[src/rtl/core/mrut_pkg.sv]
// ----------------------------------------------------------------------------
// mrut_pkg
// Shared types and constants for the median range upload trigger.
// ----------------------------------------------------------------------------
package mrut_pkg;

    localparam int NUM_RANGES = 5;   // range fields carried by one request
    localparam int RANGE_W    = 16;
    localparam int RANK_W     = 3;   // holds 0..NUM_RANGES

    localparam int TEMP_W     = 11;
    localparam int HUM_W      = 10;
    localparam int EXT_TEMP_W = 16;  // width of the stored temperature extremes
    localparam int EXT_HUM_W  = 11;  // width of the stored humidity extremes

    localparam int LIMIT_W    = 7;   // upload count limit / stored count field

    // register map, by register index
    localparam logic [1:0] REG_COUNT_LIMIT = 2'd0;
    localparam logic [1:0] REG_DIST_LIMIT  = 2'd1;
    localparam logic [1:0] REG_TEMP_LIMIT  = 2'd2;
    localparam logic [1:0] REG_HUM_LIMIT   = 2'd3;

    localparam logic [LIMIT_W-1:0] RST_COUNT_LIMIT = 7'd48;
    localparam logic [15:0]        RST_DIST_LIMIT  = 16'd100;
    localparam logic [10:0]        RST_TEMP_LIMIT  = 11'd50;
    localparam logic [9:0]         RST_HUM_LIMIT   = 10'd100;

    // cleared values of the running extremes
    localparam logic signed [EXT_TEMP_W-1:0] CLR_TEMP_LOW  = 16'sd10000;
    localparam logic signed [EXT_TEMP_W-1:0] CLR_TEMP_HIGH = -16'sd1000;
    localparam logic [EXT_HUM_W-1:0]         CLR_HUM_LOW   = 11'd1000;
    localparam logic [EXT_HUM_W-1:0]         CLR_HUM_HIGH  = 11'd0;
    localparam logic [RANGE_W-1:0]           CLR_DIST_LOW  = 16'hFFFF;
    localparam logic [RANGE_W-1:0]           CLR_DIST_HIGH = 16'd0;

    typedef logic [NUM_RANGES-1:0][RANGE_W-1:0] t_range_arr;
    typedef logic [NUM_RANGES-1:0][RANK_W-1:0]  t_rank_arr;

    typedef struct packed {
        logic [LIMIT_W-1:0] count_limit;
        logic [15:0]        dist_limit;
        logic [10:0]        temp_limit;
        logic [9:0]         hum_limit;
    } t_cfg;

    typedef struct packed {
        logic upd;    // record one observation
        logic clear;  // return count and extremes to cleared values
    } t_trk_ctl;

endpackage

[src/rtl/core/mrut_lane.sv]
// ----------------------------------------------------------------------------
// mrut_lane
// One lane: validity and rank of its reading among the valid readings.
// ----------------------------------------------------------------------------
module mrut_lane #(
    parameter int LANE = 0,
    parameter int USED = 5
) (
    input  mrut_pkg::t_range_arr          i_ranges,
    output logic                          o_valid,
    output logic [mrut_pkg::RANK_W-1:0]   o_rank
);
    import mrut_pkg::*;

    // ties broken by lane index so every valid lane gets a distinct rank
    always_comb begin
        o_rank = '0;
        for (int j = 0; j < NUM_RANGES; j++) begin
            if (j != LANE && j < USED && i_ranges[j] != '0) begin
                if (i_ranges[j] < i_ranges[LANE] ||
                    (i_ranges[j] == i_ranges[LANE] && j < LANE)) begin
                    o_rank = o_rank + RANK_W'(1);
                end
            end
        end
    end

    assign o_valid = (i_ranges[LANE] != '0);

endmodule

[src/rtl/core/mrut_merge.sv]
// ----------------------------------------------------------------------------
// mrut_merge
// Picks the lane whose rank is the upper median of the valid readings.
// ----------------------------------------------------------------------------
module mrut_merge (
    input  mrut_pkg::t_range_arr               i_ranges,
    input  logic [mrut_pkg::NUM_RANGES-1:0]    i_valid,
    input  mrut_pkg::t_rank_arr                i_rank,
    output logic [mrut_pkg::RANGE_W-1:0]       o_median
);
    import mrut_pkg::*;

    logic [RANK_W-1:0] w_num;
    logic [RANK_W-1:0] w_half;

    always_comb begin
        w_num = '0;
        for (int i = 0; i < NUM_RANGES; i++) begin
            w_num = w_num + RANK_W'(i_valid[i]);
        end
    end

    assign w_half = w_num >> 1;

    // no valid lane leaves the result at zero
    always_comb begin
        o_median = '0;
        for (int i = 0; i < NUM_RANGES; i++) begin
            if (i_valid[i] && i_rank[i] == w_half) begin
                o_median = o_median | i_ranges[i];
            end
        end
    end

endmodule

[src/rtl/core/mrut_track.sv]
// ----------------------------------------------------------------------------
// mrut_track
// Observation count, running extremes and the upload rule.
// ----------------------------------------------------------------------------
module mrut_track #(
    parameter int CAPACITY = 64
) (
    input  logic                                   i_clk,
    input  logic                                   i_rst_n,
    input  mrut_pkg::t_trk_ctl                     i_ctl,
    input  mrut_pkg::t_cfg                         i_cfg,
    input  logic signed [mrut_pkg::TEMP_W-1:0]     i_temp,
    input  logic [mrut_pkg::HUM_W-1:0]             i_hum,
    input  logic [mrut_pkg::RANGE_W-1:0]           i_median,
    output logic                                   o_full,
    output logic [$clog2(CAPACITY+1)-1:0]          o_count,
    output logic                                   o_upload
);
    import mrut_pkg::*;

    localparam int CNT_W  = $clog2(CAPACITY + 1);
    localparam int THRESH = (9 * CAPACITY) / 10;
    localparam int CMP_W  = (CNT_W > LIMIT_W) ? CNT_W : LIMIT_W;

    logic [CNT_W-1:0]                r_count;
    logic signed [EXT_TEMP_W-1:0]    r_temp_low,  r_temp_high;
    logic [EXT_HUM_W-1:0]            r_hum_low,   r_hum_high;
    logic [RANGE_W-1:0]              r_dist_low,  r_dist_high;

    logic signed [EXT_TEMP_W-1:0]    w_temp;
    logic [EXT_HUM_W-1:0]            w_hum;
    logic signed [EXT_TEMP_W:0]      w_temp_diff;
    logic signed [EXT_HUM_W:0]       w_hum_diff;
    logic                            w_count_hit;
    logic                            w_spread_hit;

    assign w_temp = EXT_TEMP_W'(i_temp);
    assign w_hum  = EXT_HUM_W'(i_hum);

    always_ff @(posedge i_clk) begin
        if (!i_rst_n || i_ctl.clear) begin
            r_count     <= '0;
            r_temp_low  <= CLR_TEMP_LOW;
            r_temp_high <= CLR_TEMP_HIGH;
            r_hum_low   <= CLR_HUM_LOW;
            r_hum_high  <= CLR_HUM_HIGH;
            r_dist_low  <= CLR_DIST_LOW;
            r_dist_high <= CLR_DIST_HIGH;
        end else if (i_ctl.upd) begin
            r_count <= r_count + CNT_W'(1);
            if (w_temp < r_temp_low)    r_temp_low  <= w_temp;
            if (w_temp > r_temp_high)   r_temp_high <= w_temp;
            if (w_hum < r_hum_low)      r_hum_low   <= w_hum;
            if (w_hum > r_hum_high)     r_hum_high  <= w_hum;
            if (i_median < r_dist_low)  r_dist_low  <= i_median;
            if (i_median > r_dist_high) r_dist_high <= i_median;
        end
    end

    assign o_full  = (r_count >= CNT_W'(CAPACITY));
    assign o_count = r_count;

    assign w_temp_diff = {r_temp_high[EXT_TEMP_W-1], r_temp_high}
                       - {r_temp_low[EXT_TEMP_W-1], r_temp_low};
    assign w_hum_diff  = {1'b0, r_hum_high} - {1'b0, r_hum_low};

    assign w_count_hit = (r_count > CNT_W'(THRESH))
                      || (CMP_W'(r_count) >= CMP_W'(i_cfg.count_limit));

    assign w_spread_hit = (w_temp_diff > $signed({6'd0, i_cfg.temp_limit}))
                       || (r_dist_high > r_dist_low
                           && (r_dist_high - r_dist_low) > i_cfg.dist_limit)
                       || (w_hum_diff > $signed({2'd0, i_cfg.hum_limit}));

    assign o_upload = w_count_hit || (r_count != '0 && w_spread_hit);

endmodule

[src/rtl/core/median_range_upload_trigger_unit.sv]
// ----------------------------------------------------------------------------
// median_range_upload_trigger_unit
// Median-of-readings range filter with storage count and spread alarm.
// ----------------------------------------------------------------------------
// Input stream: tuser[0] is the command (0 observe, 1 clear), tdata carries
// temperature, humidity and five range readings. Output stream: one result
// per request with the upload flag, stored count, median and drop flag.
// Limits are set through the APB port (index 0..3 at byte address 4*i); the
// user must write them only while the block is idle, as the block does not enforce it.
// An accepted request passes through three registers: lane ranking, then
// lane merge with the count/extreme update, then the output register.
// Throughput is one request per cycle while the receiver is ready; every stage
// holds one request and moves as soon as the stage after it is free or draining.
// A stalled receiver holds the output register; the two upstream stages
// still fill, so up to two more requests are taken before tready drops.
// Reset empties the pipeline, clears count and extremes and loads the
// default limits.
// ----------------------------------------------------------------------------
module median_range_upload_trigger_unit #(
    parameter int CAPACITY = 64,
    parameter int READINGS = 5
) (
    input  logic         i_clk,
    input  logic         i_rst_n,
    // slave stream
    input  logic         i_s_axis_tvalid,
    output logic         o_s_axis_tready,
    // [10:0] temperature, [20:11] humidity, [36:21] range_a, [52:37] range_b,
    // [68:53] range_c, [84:69] range_d, [100:85] range_e, [103:101] zero
    input  logic [103:0] i_s_axis_tdata,
    // [0] command
    input  logic         i_s_axis_tuser,
    // master stream
    output logic         o_m_axis_tvalid,
    input  logic         i_m_axis_tready,
    // [0] upload_needed, [7:1] stored_count, [23:8] median_distance,
    // [24] dropped, [31:25] zero
    output logic [31:0]  o_m_axis_tdata,
    // APB configuration
    input  logic         psel,
    input  logic         penable,
    input  logic         pwrite,
    input  logic [3:0]   paddr,
    input  logic [31:0]  pwdata,
    output logic [31:0]  prdata,
    output logic         pready
);
    import mrut_pkg::*;

    localparam int USED  = (READINGS < NUM_RANGES) ? READINGS : NUM_RANGES;
    localparam int CNT_W = $clog2(CAPACITY + 1);

    // ---------------- configuration ----------------
    t_cfg       r_cfg;
    logic [1:0] w_reg_idx;
    logic       w_cfg_wr;

    assign pready    = 1'b1;
    assign w_reg_idx = paddr[3:2];
    assign w_cfg_wr  = psel && penable && pwrite && pready;

    always_ff @(posedge i_clk) begin
        if (!i_rst_n) begin
            r_cfg.count_limit <= RST_COUNT_LIMIT;
            r_cfg.dist_limit  <= RST_DIST_LIMIT;
            r_cfg.temp_limit  <= RST_TEMP_LIMIT;
            r_cfg.hum_limit   <= RST_HUM_LIMIT;
        end else if (w_cfg_wr) begin
            case (w_reg_idx)
                REG_COUNT_LIMIT: r_cfg.count_limit <= pwdata[LIMIT_W-1:0];
                REG_DIST_LIMIT:  r_cfg.dist_limit  <= pwdata[15:0];
                REG_TEMP_LIMIT:  r_cfg.temp_limit  <= pwdata[10:0];
                REG_HUM_LIMIT:   r_cfg.hum_limit   <= pwdata[9:0];
                default: ;
            endcase
        end
    end

    always_comb begin
        case (w_reg_idx)
            REG_COUNT_LIMIT: prdata = {25'd0, r_cfg.count_limit};
            REG_DIST_LIMIT:  prdata = {16'd0, r_cfg.dist_limit};
            REG_TEMP_LIMIT:  prdata = {21'd0, r_cfg.temp_limit};
            REG_HUM_LIMIT:   prdata = {22'd0, r_cfg.hum_limit};
            default:         prdata = '0;
        endcase
    end

    // ---------------- pipeline handshake ----------------
    logic r_v1, r_v2, r_vo;
    logic w_rdy1, w_rdy2, w_rdy3;
    logic w_ce1, w_ce2, w_ce3;

    assign w_rdy3 = !r_vo || i_m_axis_tready;
    assign w_rdy2 = !r_v2 || w_rdy3;
    assign w_rdy1 = !r_v1 || w_rdy2;

    assign w_ce1 = i_s_axis_tvalid && w_rdy1;
    assign w_ce2 = r_v1 && w_rdy2;
    assign w_ce3 = r_v2 && w_rdy3;

    assign o_s_axis_tready = w_rdy1;

    always_ff @(posedge i_clk) begin
        if (!i_rst_n) begin
            r_v1 <= 1'b0;
            r_v2 <= 1'b0;
            r_vo <= 1'b0;
        end else begin
            if (w_rdy1) r_v1 <= i_s_axis_tvalid;
            if (w_rdy2) r_v2 <= r_v1;
            if (w_rdy3) r_vo <= r_v2;
        end
    end

    // ---------------- stage 1: lanes ----------------
    t_range_arr              w_ranges;
    logic [NUM_RANGES-1:0]   w_lane_valid;
    t_rank_arr               w_lane_rank;

    assign w_ranges[0] = i_s_axis_tdata[36:21];
    assign w_ranges[1] = i_s_axis_tdata[52:37];
    assign w_ranges[2] = i_s_axis_tdata[68:53];
    assign w_ranges[3] = i_s_axis_tdata[84:69];
    assign w_ranges[4] = i_s_axis_tdata[100:85];

    for (genvar g = 0; g < NUM_RANGES; g++) begin : g_lane
        if (g < USED) begin : g_used
            mrut_lane #(
                .LANE (g),
                .USED (USED)
            ) u_lane (
                .i_ranges (w_ranges),
                .o_valid  (w_lane_valid[g]),
                .o_rank   (w_lane_rank[g])
            );
        end else begin : g_off
            assign w_lane_valid[g] = 1'b0;
            assign w_lane_rank[g]  = '0;
        end
    end

    logic                       r_cmd1;
    logic signed [TEMP_W-1:0]   r_temp1;
    logic [HUM_W-1:0]           r_hum1;
    t_range_arr                 r_ranges1;
    logic [NUM_RANGES-1:0]      r_valid1;
    t_rank_arr                  r_rank1;

    always_ff @(posedge i_clk) begin
        if (w_ce1) begin
            r_cmd1    <= i_s_axis_tuser;
            r_temp1   <= i_s_axis_tdata[10:0];
            r_hum1    <= i_s_axis_tdata[20:11];
            r_ranges1 <= w_ranges;
            r_valid1  <= w_lane_valid;
            r_rank1   <= w_lane_rank;
        end
    end

    // ---------------- stage 2: merge and state update ----------------
    logic [RANGE_W-1:0] w_median;
    logic               w_full;
    logic [CNT_W-1:0]   w_count;
    logic               w_upload;
    t_trk_ctl           w_ctl;
    logic               w_drop;
    logic               w_take;

    mrut_merge u_merge (
        .i_ranges (r_ranges1),
        .i_valid  (r_valid1),
        .i_rank   (r_rank1),
        .o_median (w_median)
    );

    assign w_take    = !r_cmd1 && !w_full;
    assign w_drop    = !r_cmd1 && w_full;
    assign w_ctl.upd   = w_ce2 && w_take;
    assign w_ctl.clear = w_ce2 && r_cmd1;

    mrut_track #(
        .CAPACITY (CAPACITY)
    ) u_track (
        .i_clk    (i_clk),
        .i_rst_n  (i_rst_n),
        .i_ctl    (w_ctl),
        .i_cfg    (r_cfg),
        .i_temp   (r_temp1),
        .i_hum    (r_hum1),
        .i_median (w_median),
        .o_full   (w_full),
        .o_count  (w_count),
        .o_upload (w_upload)
    );

    logic [RANGE_W-1:0] r_med2;
    logic               r_drop2;

    always_ff @(posedge i_clk) begin
        if (w_ce2) begin
            r_med2  <= w_take ? w_median : '0;
            r_drop2 <= w_drop;
        end
    end

    // ---------------- stage 3: output register ----------------
    // state already reflects the request in stage 2 when it moves out here
    logic [LIMIT_W-1:0] w_count_field;

    if (CNT_W >= LIMIT_W) begin : g_cnt_trunc
        assign w_count_field = w_count[LIMIT_W-1:0];
    end else begin : g_cnt_ext
        assign w_count_field = LIMIT_W'(w_count);
    end

    logic [31:0] r_out;

    always_ff @(posedge i_clk) begin
        if (w_ce3) begin
            r_out <= {7'd0, r_drop2, r_med2, w_count_field, w_upload};
        end
    end

    assign o_m_axis_tvalid = r_vo;
    assign o_m_axis_tdata  = r_out;

    // ---------------- assertions ----------------
    a_drop_no_median: assert property (@(posedge i_clk) disable iff (!i_rst_n)
        (o_m_axis_tvalid && o_m_axis_tdata[24]) |-> (o_m_axis_tdata[23:8] == '0))
        else $error("dropped result carries a median");

    a_count_bound: assert property (@(posedge i_clk) disable iff (!i_rst_n)
        w_count <= CNT_W'(CAPACITY))
        else $error("stored count above capacity");

    a_count_moves_on_stage2: assert property (@(posedge i_clk) disable iff (!i_rst_n)
        !w_ce2 |=> $stable(w_count))
        else $error("count changed without a request in stage 2");

    a_accept_fills_stage1: assert property (@(posedge i_clk) disable iff (!i_rst_n)
        (i_s_axis_tvalid && o_s_axis_tready) |=> r_v1)
        else $error("accepted request lost before stage 1");

endmodule
[config.mk]
export PLATFORM = sky130hd
export DESIGN_NAME = median_range_upload_trigger_unit
export DESIGN_NICKNAME = d
export VERILOG_FILES = /design/src/rtl/core/mrut_pkg.sv /design/src/rtl/core/mrut_lane.sv /design/src/rtl/core/mrut_merge.sv /design/src/rtl/core/mrut_track.sv /design/src/rtl/core/median_range_upload_trigger_unit.sv
export SDC_FILE = /design/constraint.sdc
export NUM_CORES = 1
export LEC_CHECK = 0
export ABC_CLOCK_PERIOD_IN_PS = 10990
export BUFFER_PORTS_ARGS = -buffer_cell sky130_fd_sc_hd__buf_2
export CAP_MARGIN = 20
export CORE_AREA = 8 8 233 235
export CTS_CLUSTER_SIZE = 12
export DETAILED_ROUTE_END_ITERATION = 16
export DIE_AREA = 0 0 241 243
export PLACE_DENSITY = 0.58
export SYNTH_ARGS = -nofsm -noshare
export SYNTH_HDL_FRONTEND = slang
export SYNTH_SLANG_ARGS = --single-unit
[constraint.sdc]
create_clock -name i_clk -period 10.99 [get_ports i_clk]
set_clock_uncertainty 0.15 [all_clocks]
set_input_delay 0.5495 -clock i_clk [delete_from_list [all_inputs] [get_ports i_clk]]
set_output_delay 0.5495 -clock i_clk [all_outputs]
set_load 0.005 [all_outputs]
==> impl_metrics.tcl, run 1 <==
set metrics [dict create \
    status "finished, final reports clean" \
    crit_required_ns 11.31 \
    fill_cells 4935 \
    vias 16100 \
    cts_setup_buffers 0 \
    portBuffers 169 \
    cts_root_buf "clkbuf_16" \
    cts_buffers 31 \
    worstPathCellList "ha_1 > inv_1 > fa_1 > nand2b_1 > fa_1 > xnor2_2 > nor4b_4 > a222oi_1 > nand2_1 > ha_1 > nand4_1 > nor3_1 > nand3_1 > or3_1 > o221ai_1 > o311ai_4 > buf_6 > a211oi_1" \
    dieWidth_um 241 \
    std_cell_rows 83 \
    cp.depth 18 \
    path_buf_inv 2 \
    finalSetupViolCount 0 \
    dpl_cell_area_um2 21500 \
    met3_usage 0.0213 \
    final_antenna_net_count 0 \
    vdd_ir_drop_max_uv 118 \
    cts_buffer_depth 3 \
    p_sw_w 0.00105 \
    rsz0062_at_grt "no" \
    grt_usage 0.193 \
    power-per-cell-area_nw_per_um2 144 \
    worstSetupStartpointType "flop" \
    p_int_w 0.00221 \
    ff2ff_setup_slack_ns 4.82 \
    setup_tns_ns 0 \
    core_um2 50700 \
    p_sw_frac 0.323 \
    use_met1 0.256 \
    fmax_ghz 0.162 \
    yosysSeqAreaShare 0.376 \
    critPathCaptureType "flop" \
    drt_first_pass_iters 7 \
    slowest_delay_ns 0.86 \
    synth_flop_cell "edfxtp_1" \
    use_met2 0.326 \
    avgRoutedWirePerCell_um 19.9 \
    drv_cap 0 \
    ios 215 \
    cts_tree "yes" \
    hold_viol_final 0 \
    pwr-share-seq 0.395 \
    area_delta_synth_final_pct 13.4 \
    clk_latency_ns 0.57 \
    crit_fanout 17 \
    die-area_um2 58600 \
    crit_family "simple AND/OR/NAND/NOR gates" \
    gp_congestion 0.949 \
    p_comb_frac 0.302 \
    maxSlewViolCount 0 \
    async_flop_share 0 \
    fin_crit_ns 6.17 \
    endpoint "u_track.r_dist_high[1]$_SDFFE_PP0P_" \
    synth_cells 2042 \
    crit_start "r_valid1[0]$_DFFE_PP_" \
    period_share 0.561 \
    grt_busiest_layer "met2" \
    synth_top_area_share 0.247 \
    grt_pass1_wl_mm 90.3 \
    synth-edff-count 164 \
    reg2regPathDepth 18 \
    leakagePower_nw 9.90 \
    seqCellArea_um2 7510 \
    nets 2713 \
    fp.dieH_um 243 \
    synth.distinct_cells 74 \
    n_antenna_cell 0 \
    arrival_ns 6.49 \
    start_util 0.394 \
    cts.sinks 293 \
    grt_remaining_overflow 0 \
    htree_levels 1 \
    hp-start "i_s_axis_tdata[88]" \
    postCtsHoldBufs 21 \
    holdCritPathClass "in -> reg" \
    synth_seq_cells 293 \
    grt_pass1_vias 16200 \
    tightest_slew_ns 1.03 \
    slew_headroom 0.316 \
    drive_gt1_frac 0.116 \
    synthTopCellsByArea "edfxtp_1, ha_1, dfxtp_1" \
    clkPwrFrac 0.302 \
    postLayoutCellArea_um2 22700 \
    finalPower_w 0.00326 \
    viasPerCell 5.50 \
    multi_input_area_um2 11400 \
    dp_hpwl_mm 46.2 \
    drtIter0Drc 1223 \
    cts-resized-gates 0 \
    yosysWarningCount 0 \
    r2r_start "r_valid1[0]$_DFFE_PP_" \
    antenna_found_initial 0 \
    grt_max_degree 84 \
    yosys.area.top_type "edfxtp_1" \
    worstSetupPathType "reg -> reg" \
    synth_area_um2 20000 \
    regToRegEndpoint "u_track.r_dist_high[1]$_SDFFE_PP0P_" \
    clk_pin_slew_ns 0.06 \
    drcViolationCount 0 \
    synth_area_per_cell_um2 9.78 \
    wl_mm 58.1 \
    cpMaxStageDelayCell "nor4b_4" \
]
[metal layers]
metal	vias up	part of all wire
met1	7706	0.45
met3	101	0.056
li1	7842	-
met4	0	0.032
met5	-	0
met2	469	0.47
[cells in the mapped netlist (31+ instances only)]
cell and count:
nand4_1 51, nor3_1 35, o21ai_0 56, a21oi_1 128
nand3_1 31, nor2b_1 37, clkbuf_1 38, nand2_1 174
xnor2_1 34, a211oi_1 33, a21o_1 36, ha_1 335
nor2_1 109, inv_1 213, dfxtp_1 129, o211ai_1 31
mux2i_1 36, edfxtp_1 164
[cells by family (layout without fill, tap and decap cells)]
| logic type | Yosys count | after routing | synth area share |
|---|---|---|---|
| flops | 293 | 293 | 0.376 |
| compound gates | 479 | 479 | 0.159 |
| simple gates | 526 | 526 | 0.131 |
| fa+ha+maj | 340 | 340 | 0.215 |
| buf+inv | 292 | 477 | 0.0608 |
| other cells | 2 | 24 | 0.000376 |
| mux | 56 | 56 | 0.0333 |
| xor+xnor | 54 | 54 | 0.0244 |
[layout by cell type (no fill, tap or decap), types with 16 or more instances in the layout]
cell type / instances
buf_2: 169
a31oi_1: 26
conb_1: 24
nand3_1: 31
nor2b_1: 36
a21o_1: 36
o211ai_1: 31
and2_1: 16
nor2_1: 109
clkbuf_16: 31
xnor2_1: 34
inv_1: 213
o21a_1: 25
edfxtp_1: 164
o21ai_0: 56
a211oi_1: 33
dlygate4sd3_1: 21
mux2i_1: 36
xor2_1: 18
o21ai_1: 20
a21oi_1: 127
nand4_1: 51
a22oi_1: 16
a222oi_1: 17
nor4_1: 27
nand2_1: 173
nor3_1: 35
ha_1: 335
dfxtp_1: 129
a21boi_0: 23
[registers in the layout, summed over array words and instances, names as in the netlist]
signal and cells:
r_ranges1 80, r_cfg 44, o_m_axis_tdata 25, r_med2 16, u_track.r_dist_high 16, u_track.r_dist_low 16
r_rank1 15, u_track.r_temp_low 12, r_temp1 11, u_track.r_temp_high 11, r_hum1 10, u_track.r_hum_high 10
u_track.r_hum_low 10, u_track.o_count 7, r_valid1 5, o_m_axis_tvalid 1, r_cmd1 1, r_drop2 1
r_v1 1, r_v2 1
[power by group through the flow]
stage                     registers (W)  clock network [W]  logic (W)
after floorplan                 0.00130                  0   0.000690
after global placement          0.00131                  0   0.000943
after detailed placement        0.00131                  0   0.000971
after CTS                       0.00129            0.00101   0.000984
after global routing            0.00130            0.00105    0.00111
final                           0.00129           0.000985   0.000986
[layout make-up]
type	count	share of cell area
Sequential cell	293	0.331
Timing Repair Buffer	203	0.0511
Inverter	217	0.0360
Clock buffer	48	0.0384
Multi-Input combinational cell	1479	0.502
Tap cell	680	0.0376
Clock inverter	9	0.00315
[through the flow]
stage | std cells | worst slack (ns) | util | hold WS (ns)
detailed placement | 2849 | 4.84 | 0.424 | 0.255
global placement | 2849 | 4.92 | 0.424 | 0.251
global route | 2929 | 4.49 | 0.447 | 0.0310
floorplan | 2064 | 3.22 | - | 0.250
finish | 2929 | 4.82 | 0.447 | 0.0564
CTS | 2927 | 4.84 | 0.447 | 0.0220
[how the worst min path moves through the flow]
stage	endpoint	slack [ns]	cells past startpoint
2_1_floorplan	o_m_axis_tdata[10]$_DFFE_PP_	0.25	0
3_3_place_gp	o_m_axis_tdata[21]$_DFFE_PP_	0.25	0
3_5_place_dp	o_m_axis_tdata[13]$_DFFE_PP_	0.25	0
4_1_cts	r_ranges1[67]$_DFFE_PP_	0.02	1
5_1_grt	r_ranges1[66]$_DFFE_PP_	0.03	1
6_report	r_ranges1[67]$_DFFE_PP_	0.06	1
No activity file was read; power rests on OpenSTA's default activity.
==> run 2, diff against run 1 <==
--- a/config.mk
+++ b/config.mk
@@ -5,7 +5,7 @@
 export SDC_FILE = /design/constraint.sdc
 export NUM_CORES = 1
 export LEC_CHECK = 0
-export ABC_CLOCK_PERIOD_IN_PS = 10990
+export ABC_CLOCK_PERIOD_IN_PS = 6200
 export BUFFER_PORTS_ARGS = -buffer_cell sky130_fd_sc_hd__buf_2
 export CAP_MARGIN = 20
 export CORE_AREA = 8 8 233 235
==> constraint.sdc (replaced) <==
create_clock -name i_clk -period 6.2 [get_ports i_clk]
set_clock_uncertainty 0.15 [all_clocks]
set_input_delay 0.31 -clock i_clk [delete_from_list [all_inputs] [get_ports i_clk]]
set_output_delay 0.31 -clock i_clk [all_outputs]
set_load 0.005 [all_outputs]
==> impl_metrics.tcl, run 2 (synthesized netlist as in run 1, its figures left out) <==
set metrics [dict create \
    worstSetupStartpointType "flop" \
    top_register "r_ranges1" \
    clk_latency_ns 0.57 \
    wl_mm 60.5 \
    critPathCaptureType "flop" \
    drtIter0Drc 1133 \
    power-per-cell-area_nw_per_um2 248 \
    setup_tns_ns 0 \
    vdd_ir_drop_max_uv 213 \
    finalPower_w 0.00589 \
    gp_congestion 0.927 \
    period_share 0.929 \
    mostFrequentLayoutCells "ha_1, inv_1, nand2_1, buf_2, edfxtp_1" \
    largest_reg_flops 80 \
    finalSetupViolCount 0 \
    die-area_um2 58600 \
    crit_fanout 29 \
    htree_levels 1 \
    drt_first_pass_iters 6 \
    fin_crit_ns 5.76 \
    grt_remaining_overflow 0 \
    setup_ws_ns 0.437 \
    p_sw_frac 0.321 \
    antenna_found_initial 1 \
    start_util 0.394 \
    drcViolationCount 0 \
    cts_buffer_depth 3 \
    whs_ns 0.154 \
    grt_max_degree 102 \
    use_met2 0.333 \
    grt_pass1_vias 16700 \
    n_antenna_cell 0 \
    core_um2 50700 \
    status "finished, final reports clean" \
    rsz0062_at_grt "no" \
    ios 215 \
    clk_pin_slew_ns 0.06 \
    grt_usage 0.200 \
    p_comb_frac 0.308 \
    p_int_w 0.00400 \
    p_sw_w 0.00189 \
    pwr-share-seq 0.389 \
    fp.dieH_um 243 \
    cts_buffers 31 \
    avgRoutedWirePerCell_um 20.0 \
    maxSlewViolCount 0 \
    cts_root_buf "clkbuf_16" \
    final_antenna_net_count 0 \
    pre_cts_ws_ns 0.221 \
    drv_cap 0 \
    nets 2813 \
    use_met1 0.257 \
    grt_pass1_wl_mm 93.0 \
    tightest_slew_ns 1.07 \
    holdCritPathClass "in -> reg" \
    cts_tree "yes" \
    ff2ff_setup_slack_ns 0.44 \
    fmax_ghz 0.174 \
    crit_required_ns 6.52 \
    final_common_cell "ha_1" \
    dieWidth_um 241 \
    cts.sinks 293 \
    arrival_ns 6.09 \
    dp_hpwl_mm 47.0 \
    leakagePower_nw 10.3 \
    grt_busiest_layer "met2" \
    slew_headroom 0.285 \
    clkPwrFrac 0.303 \
    area_delta_synth_final_pct 18.7 \
    stdcell_count 3029 \
    vias 16600 \
    std_cell_rows 83 \
    met3_usage 0.0271 \
    viasPerCell 5.48 \
    hold_viol_final 0 \
    worstSetupPathType "reg -> reg" \
    drive_gt1_frac 0.113 \
    place_inst 2849 \
    portBuffers 169 \
]
==> run 2: cell types whose count changed in the layout (fill, tap and decap cells not counted), sizes merged <==
cell / delta
buf: +1
bufinv: -1
clkbuf: +4
clkinv: -3
dlygate4sd3: +99
==> run 2: through the flow <==
| stage | util | instance area, um^2 |
|---|---|---|
| 3_5_place_dp | 0.424 | 21500 |
| 5_1_grt | 0.468 | 23700 |
| 6_report | 0.468 | 23700 |
| 2_1_floorplan | - | 20100 |
| 3_3_place_gp | 0.424 | 21500 |
| 4_1_cts | 0.467 | 23700 |
==> run 2: what timing repair did <==
item                       in CTS  in global routing
hold buffers                  120                  0
hold endpoints to repair      148                  0
setup endpoints to repair       0                 31
buffers inserted                0                  2
resized for setup               0                  1
==> run 2: power by group through the flow <==
stage,Clock (W),Sequential [W],Combinational [W]
2_1_floorplan,0,0.00231,0.00122
3_3_place_gp,0,0.00233,0.00167
3_5_place_dp,0,0.00233,0.00172
4_1_cts,0.00183,0.00229,0.00180
5_1_grt,0.00191,0.00230,0.00205
6_report,0.00178,0.00229,0.00182
==> run 2: path summary, 6_finish.rpt <==
kind	from	end	cells past startpoint
max reg2reg	r_valid1[0]$_DFFE_PP_	u_track.r_dist_high[11]$_SDFFE_PP0P_	19
min reg2reg	r_med2[15]$_SDFFCE_PN0P_	o_m_axis_tdata[23]$_DFFE_PP_	0
min	i_rst_n	r_cfg[42]$_SDFFE_PN1P_	2
max	r_valid1[0]$_DFFE_PP_	u_track.r_dist_high[11]$_SDFFE_PP0P_	19
==> run 2: area by class of cell <==
type / count / area (um^2)
multi-input cells: 1479 / 11400
inverters: 217 / 815
repair buffers: 303 / 2180
clock inverters: 5 / 28.8
clock buffers: 52 / 947
well taps: 680 / 851
flip-flops and latches: 293 / 7510
fillers: 4785 / 27000
==> run 2: worst max-delay path, stage by stage, from the launching register on <==
cell	delay, ns
edfxtp_1	0.41
ha_1	0.30
inv_1	0.07
fa_1	0.39
nand2b_1	0.16
fa_2	0.65
xnor2_2	0.16
nor4b_4	0.07
buf_4	0.18
a222oi_1	0.48
nand2_1	0.25
ha_1	0.39
nand4_1	0.11
nor3_1	0.33
nand3_1	0.20
or3_1	0.41
o221ai_1	0.27
o311ai_4	0.19
buf_8	0.24
a211oi_1	0.25
==> run 2: metal layers <==
metal  vias up  wire length (um)
met5         -                 0
met4         0              2530
met3       112              3390
met2       502             28100
met1      7935             26500
li1       8041                 -
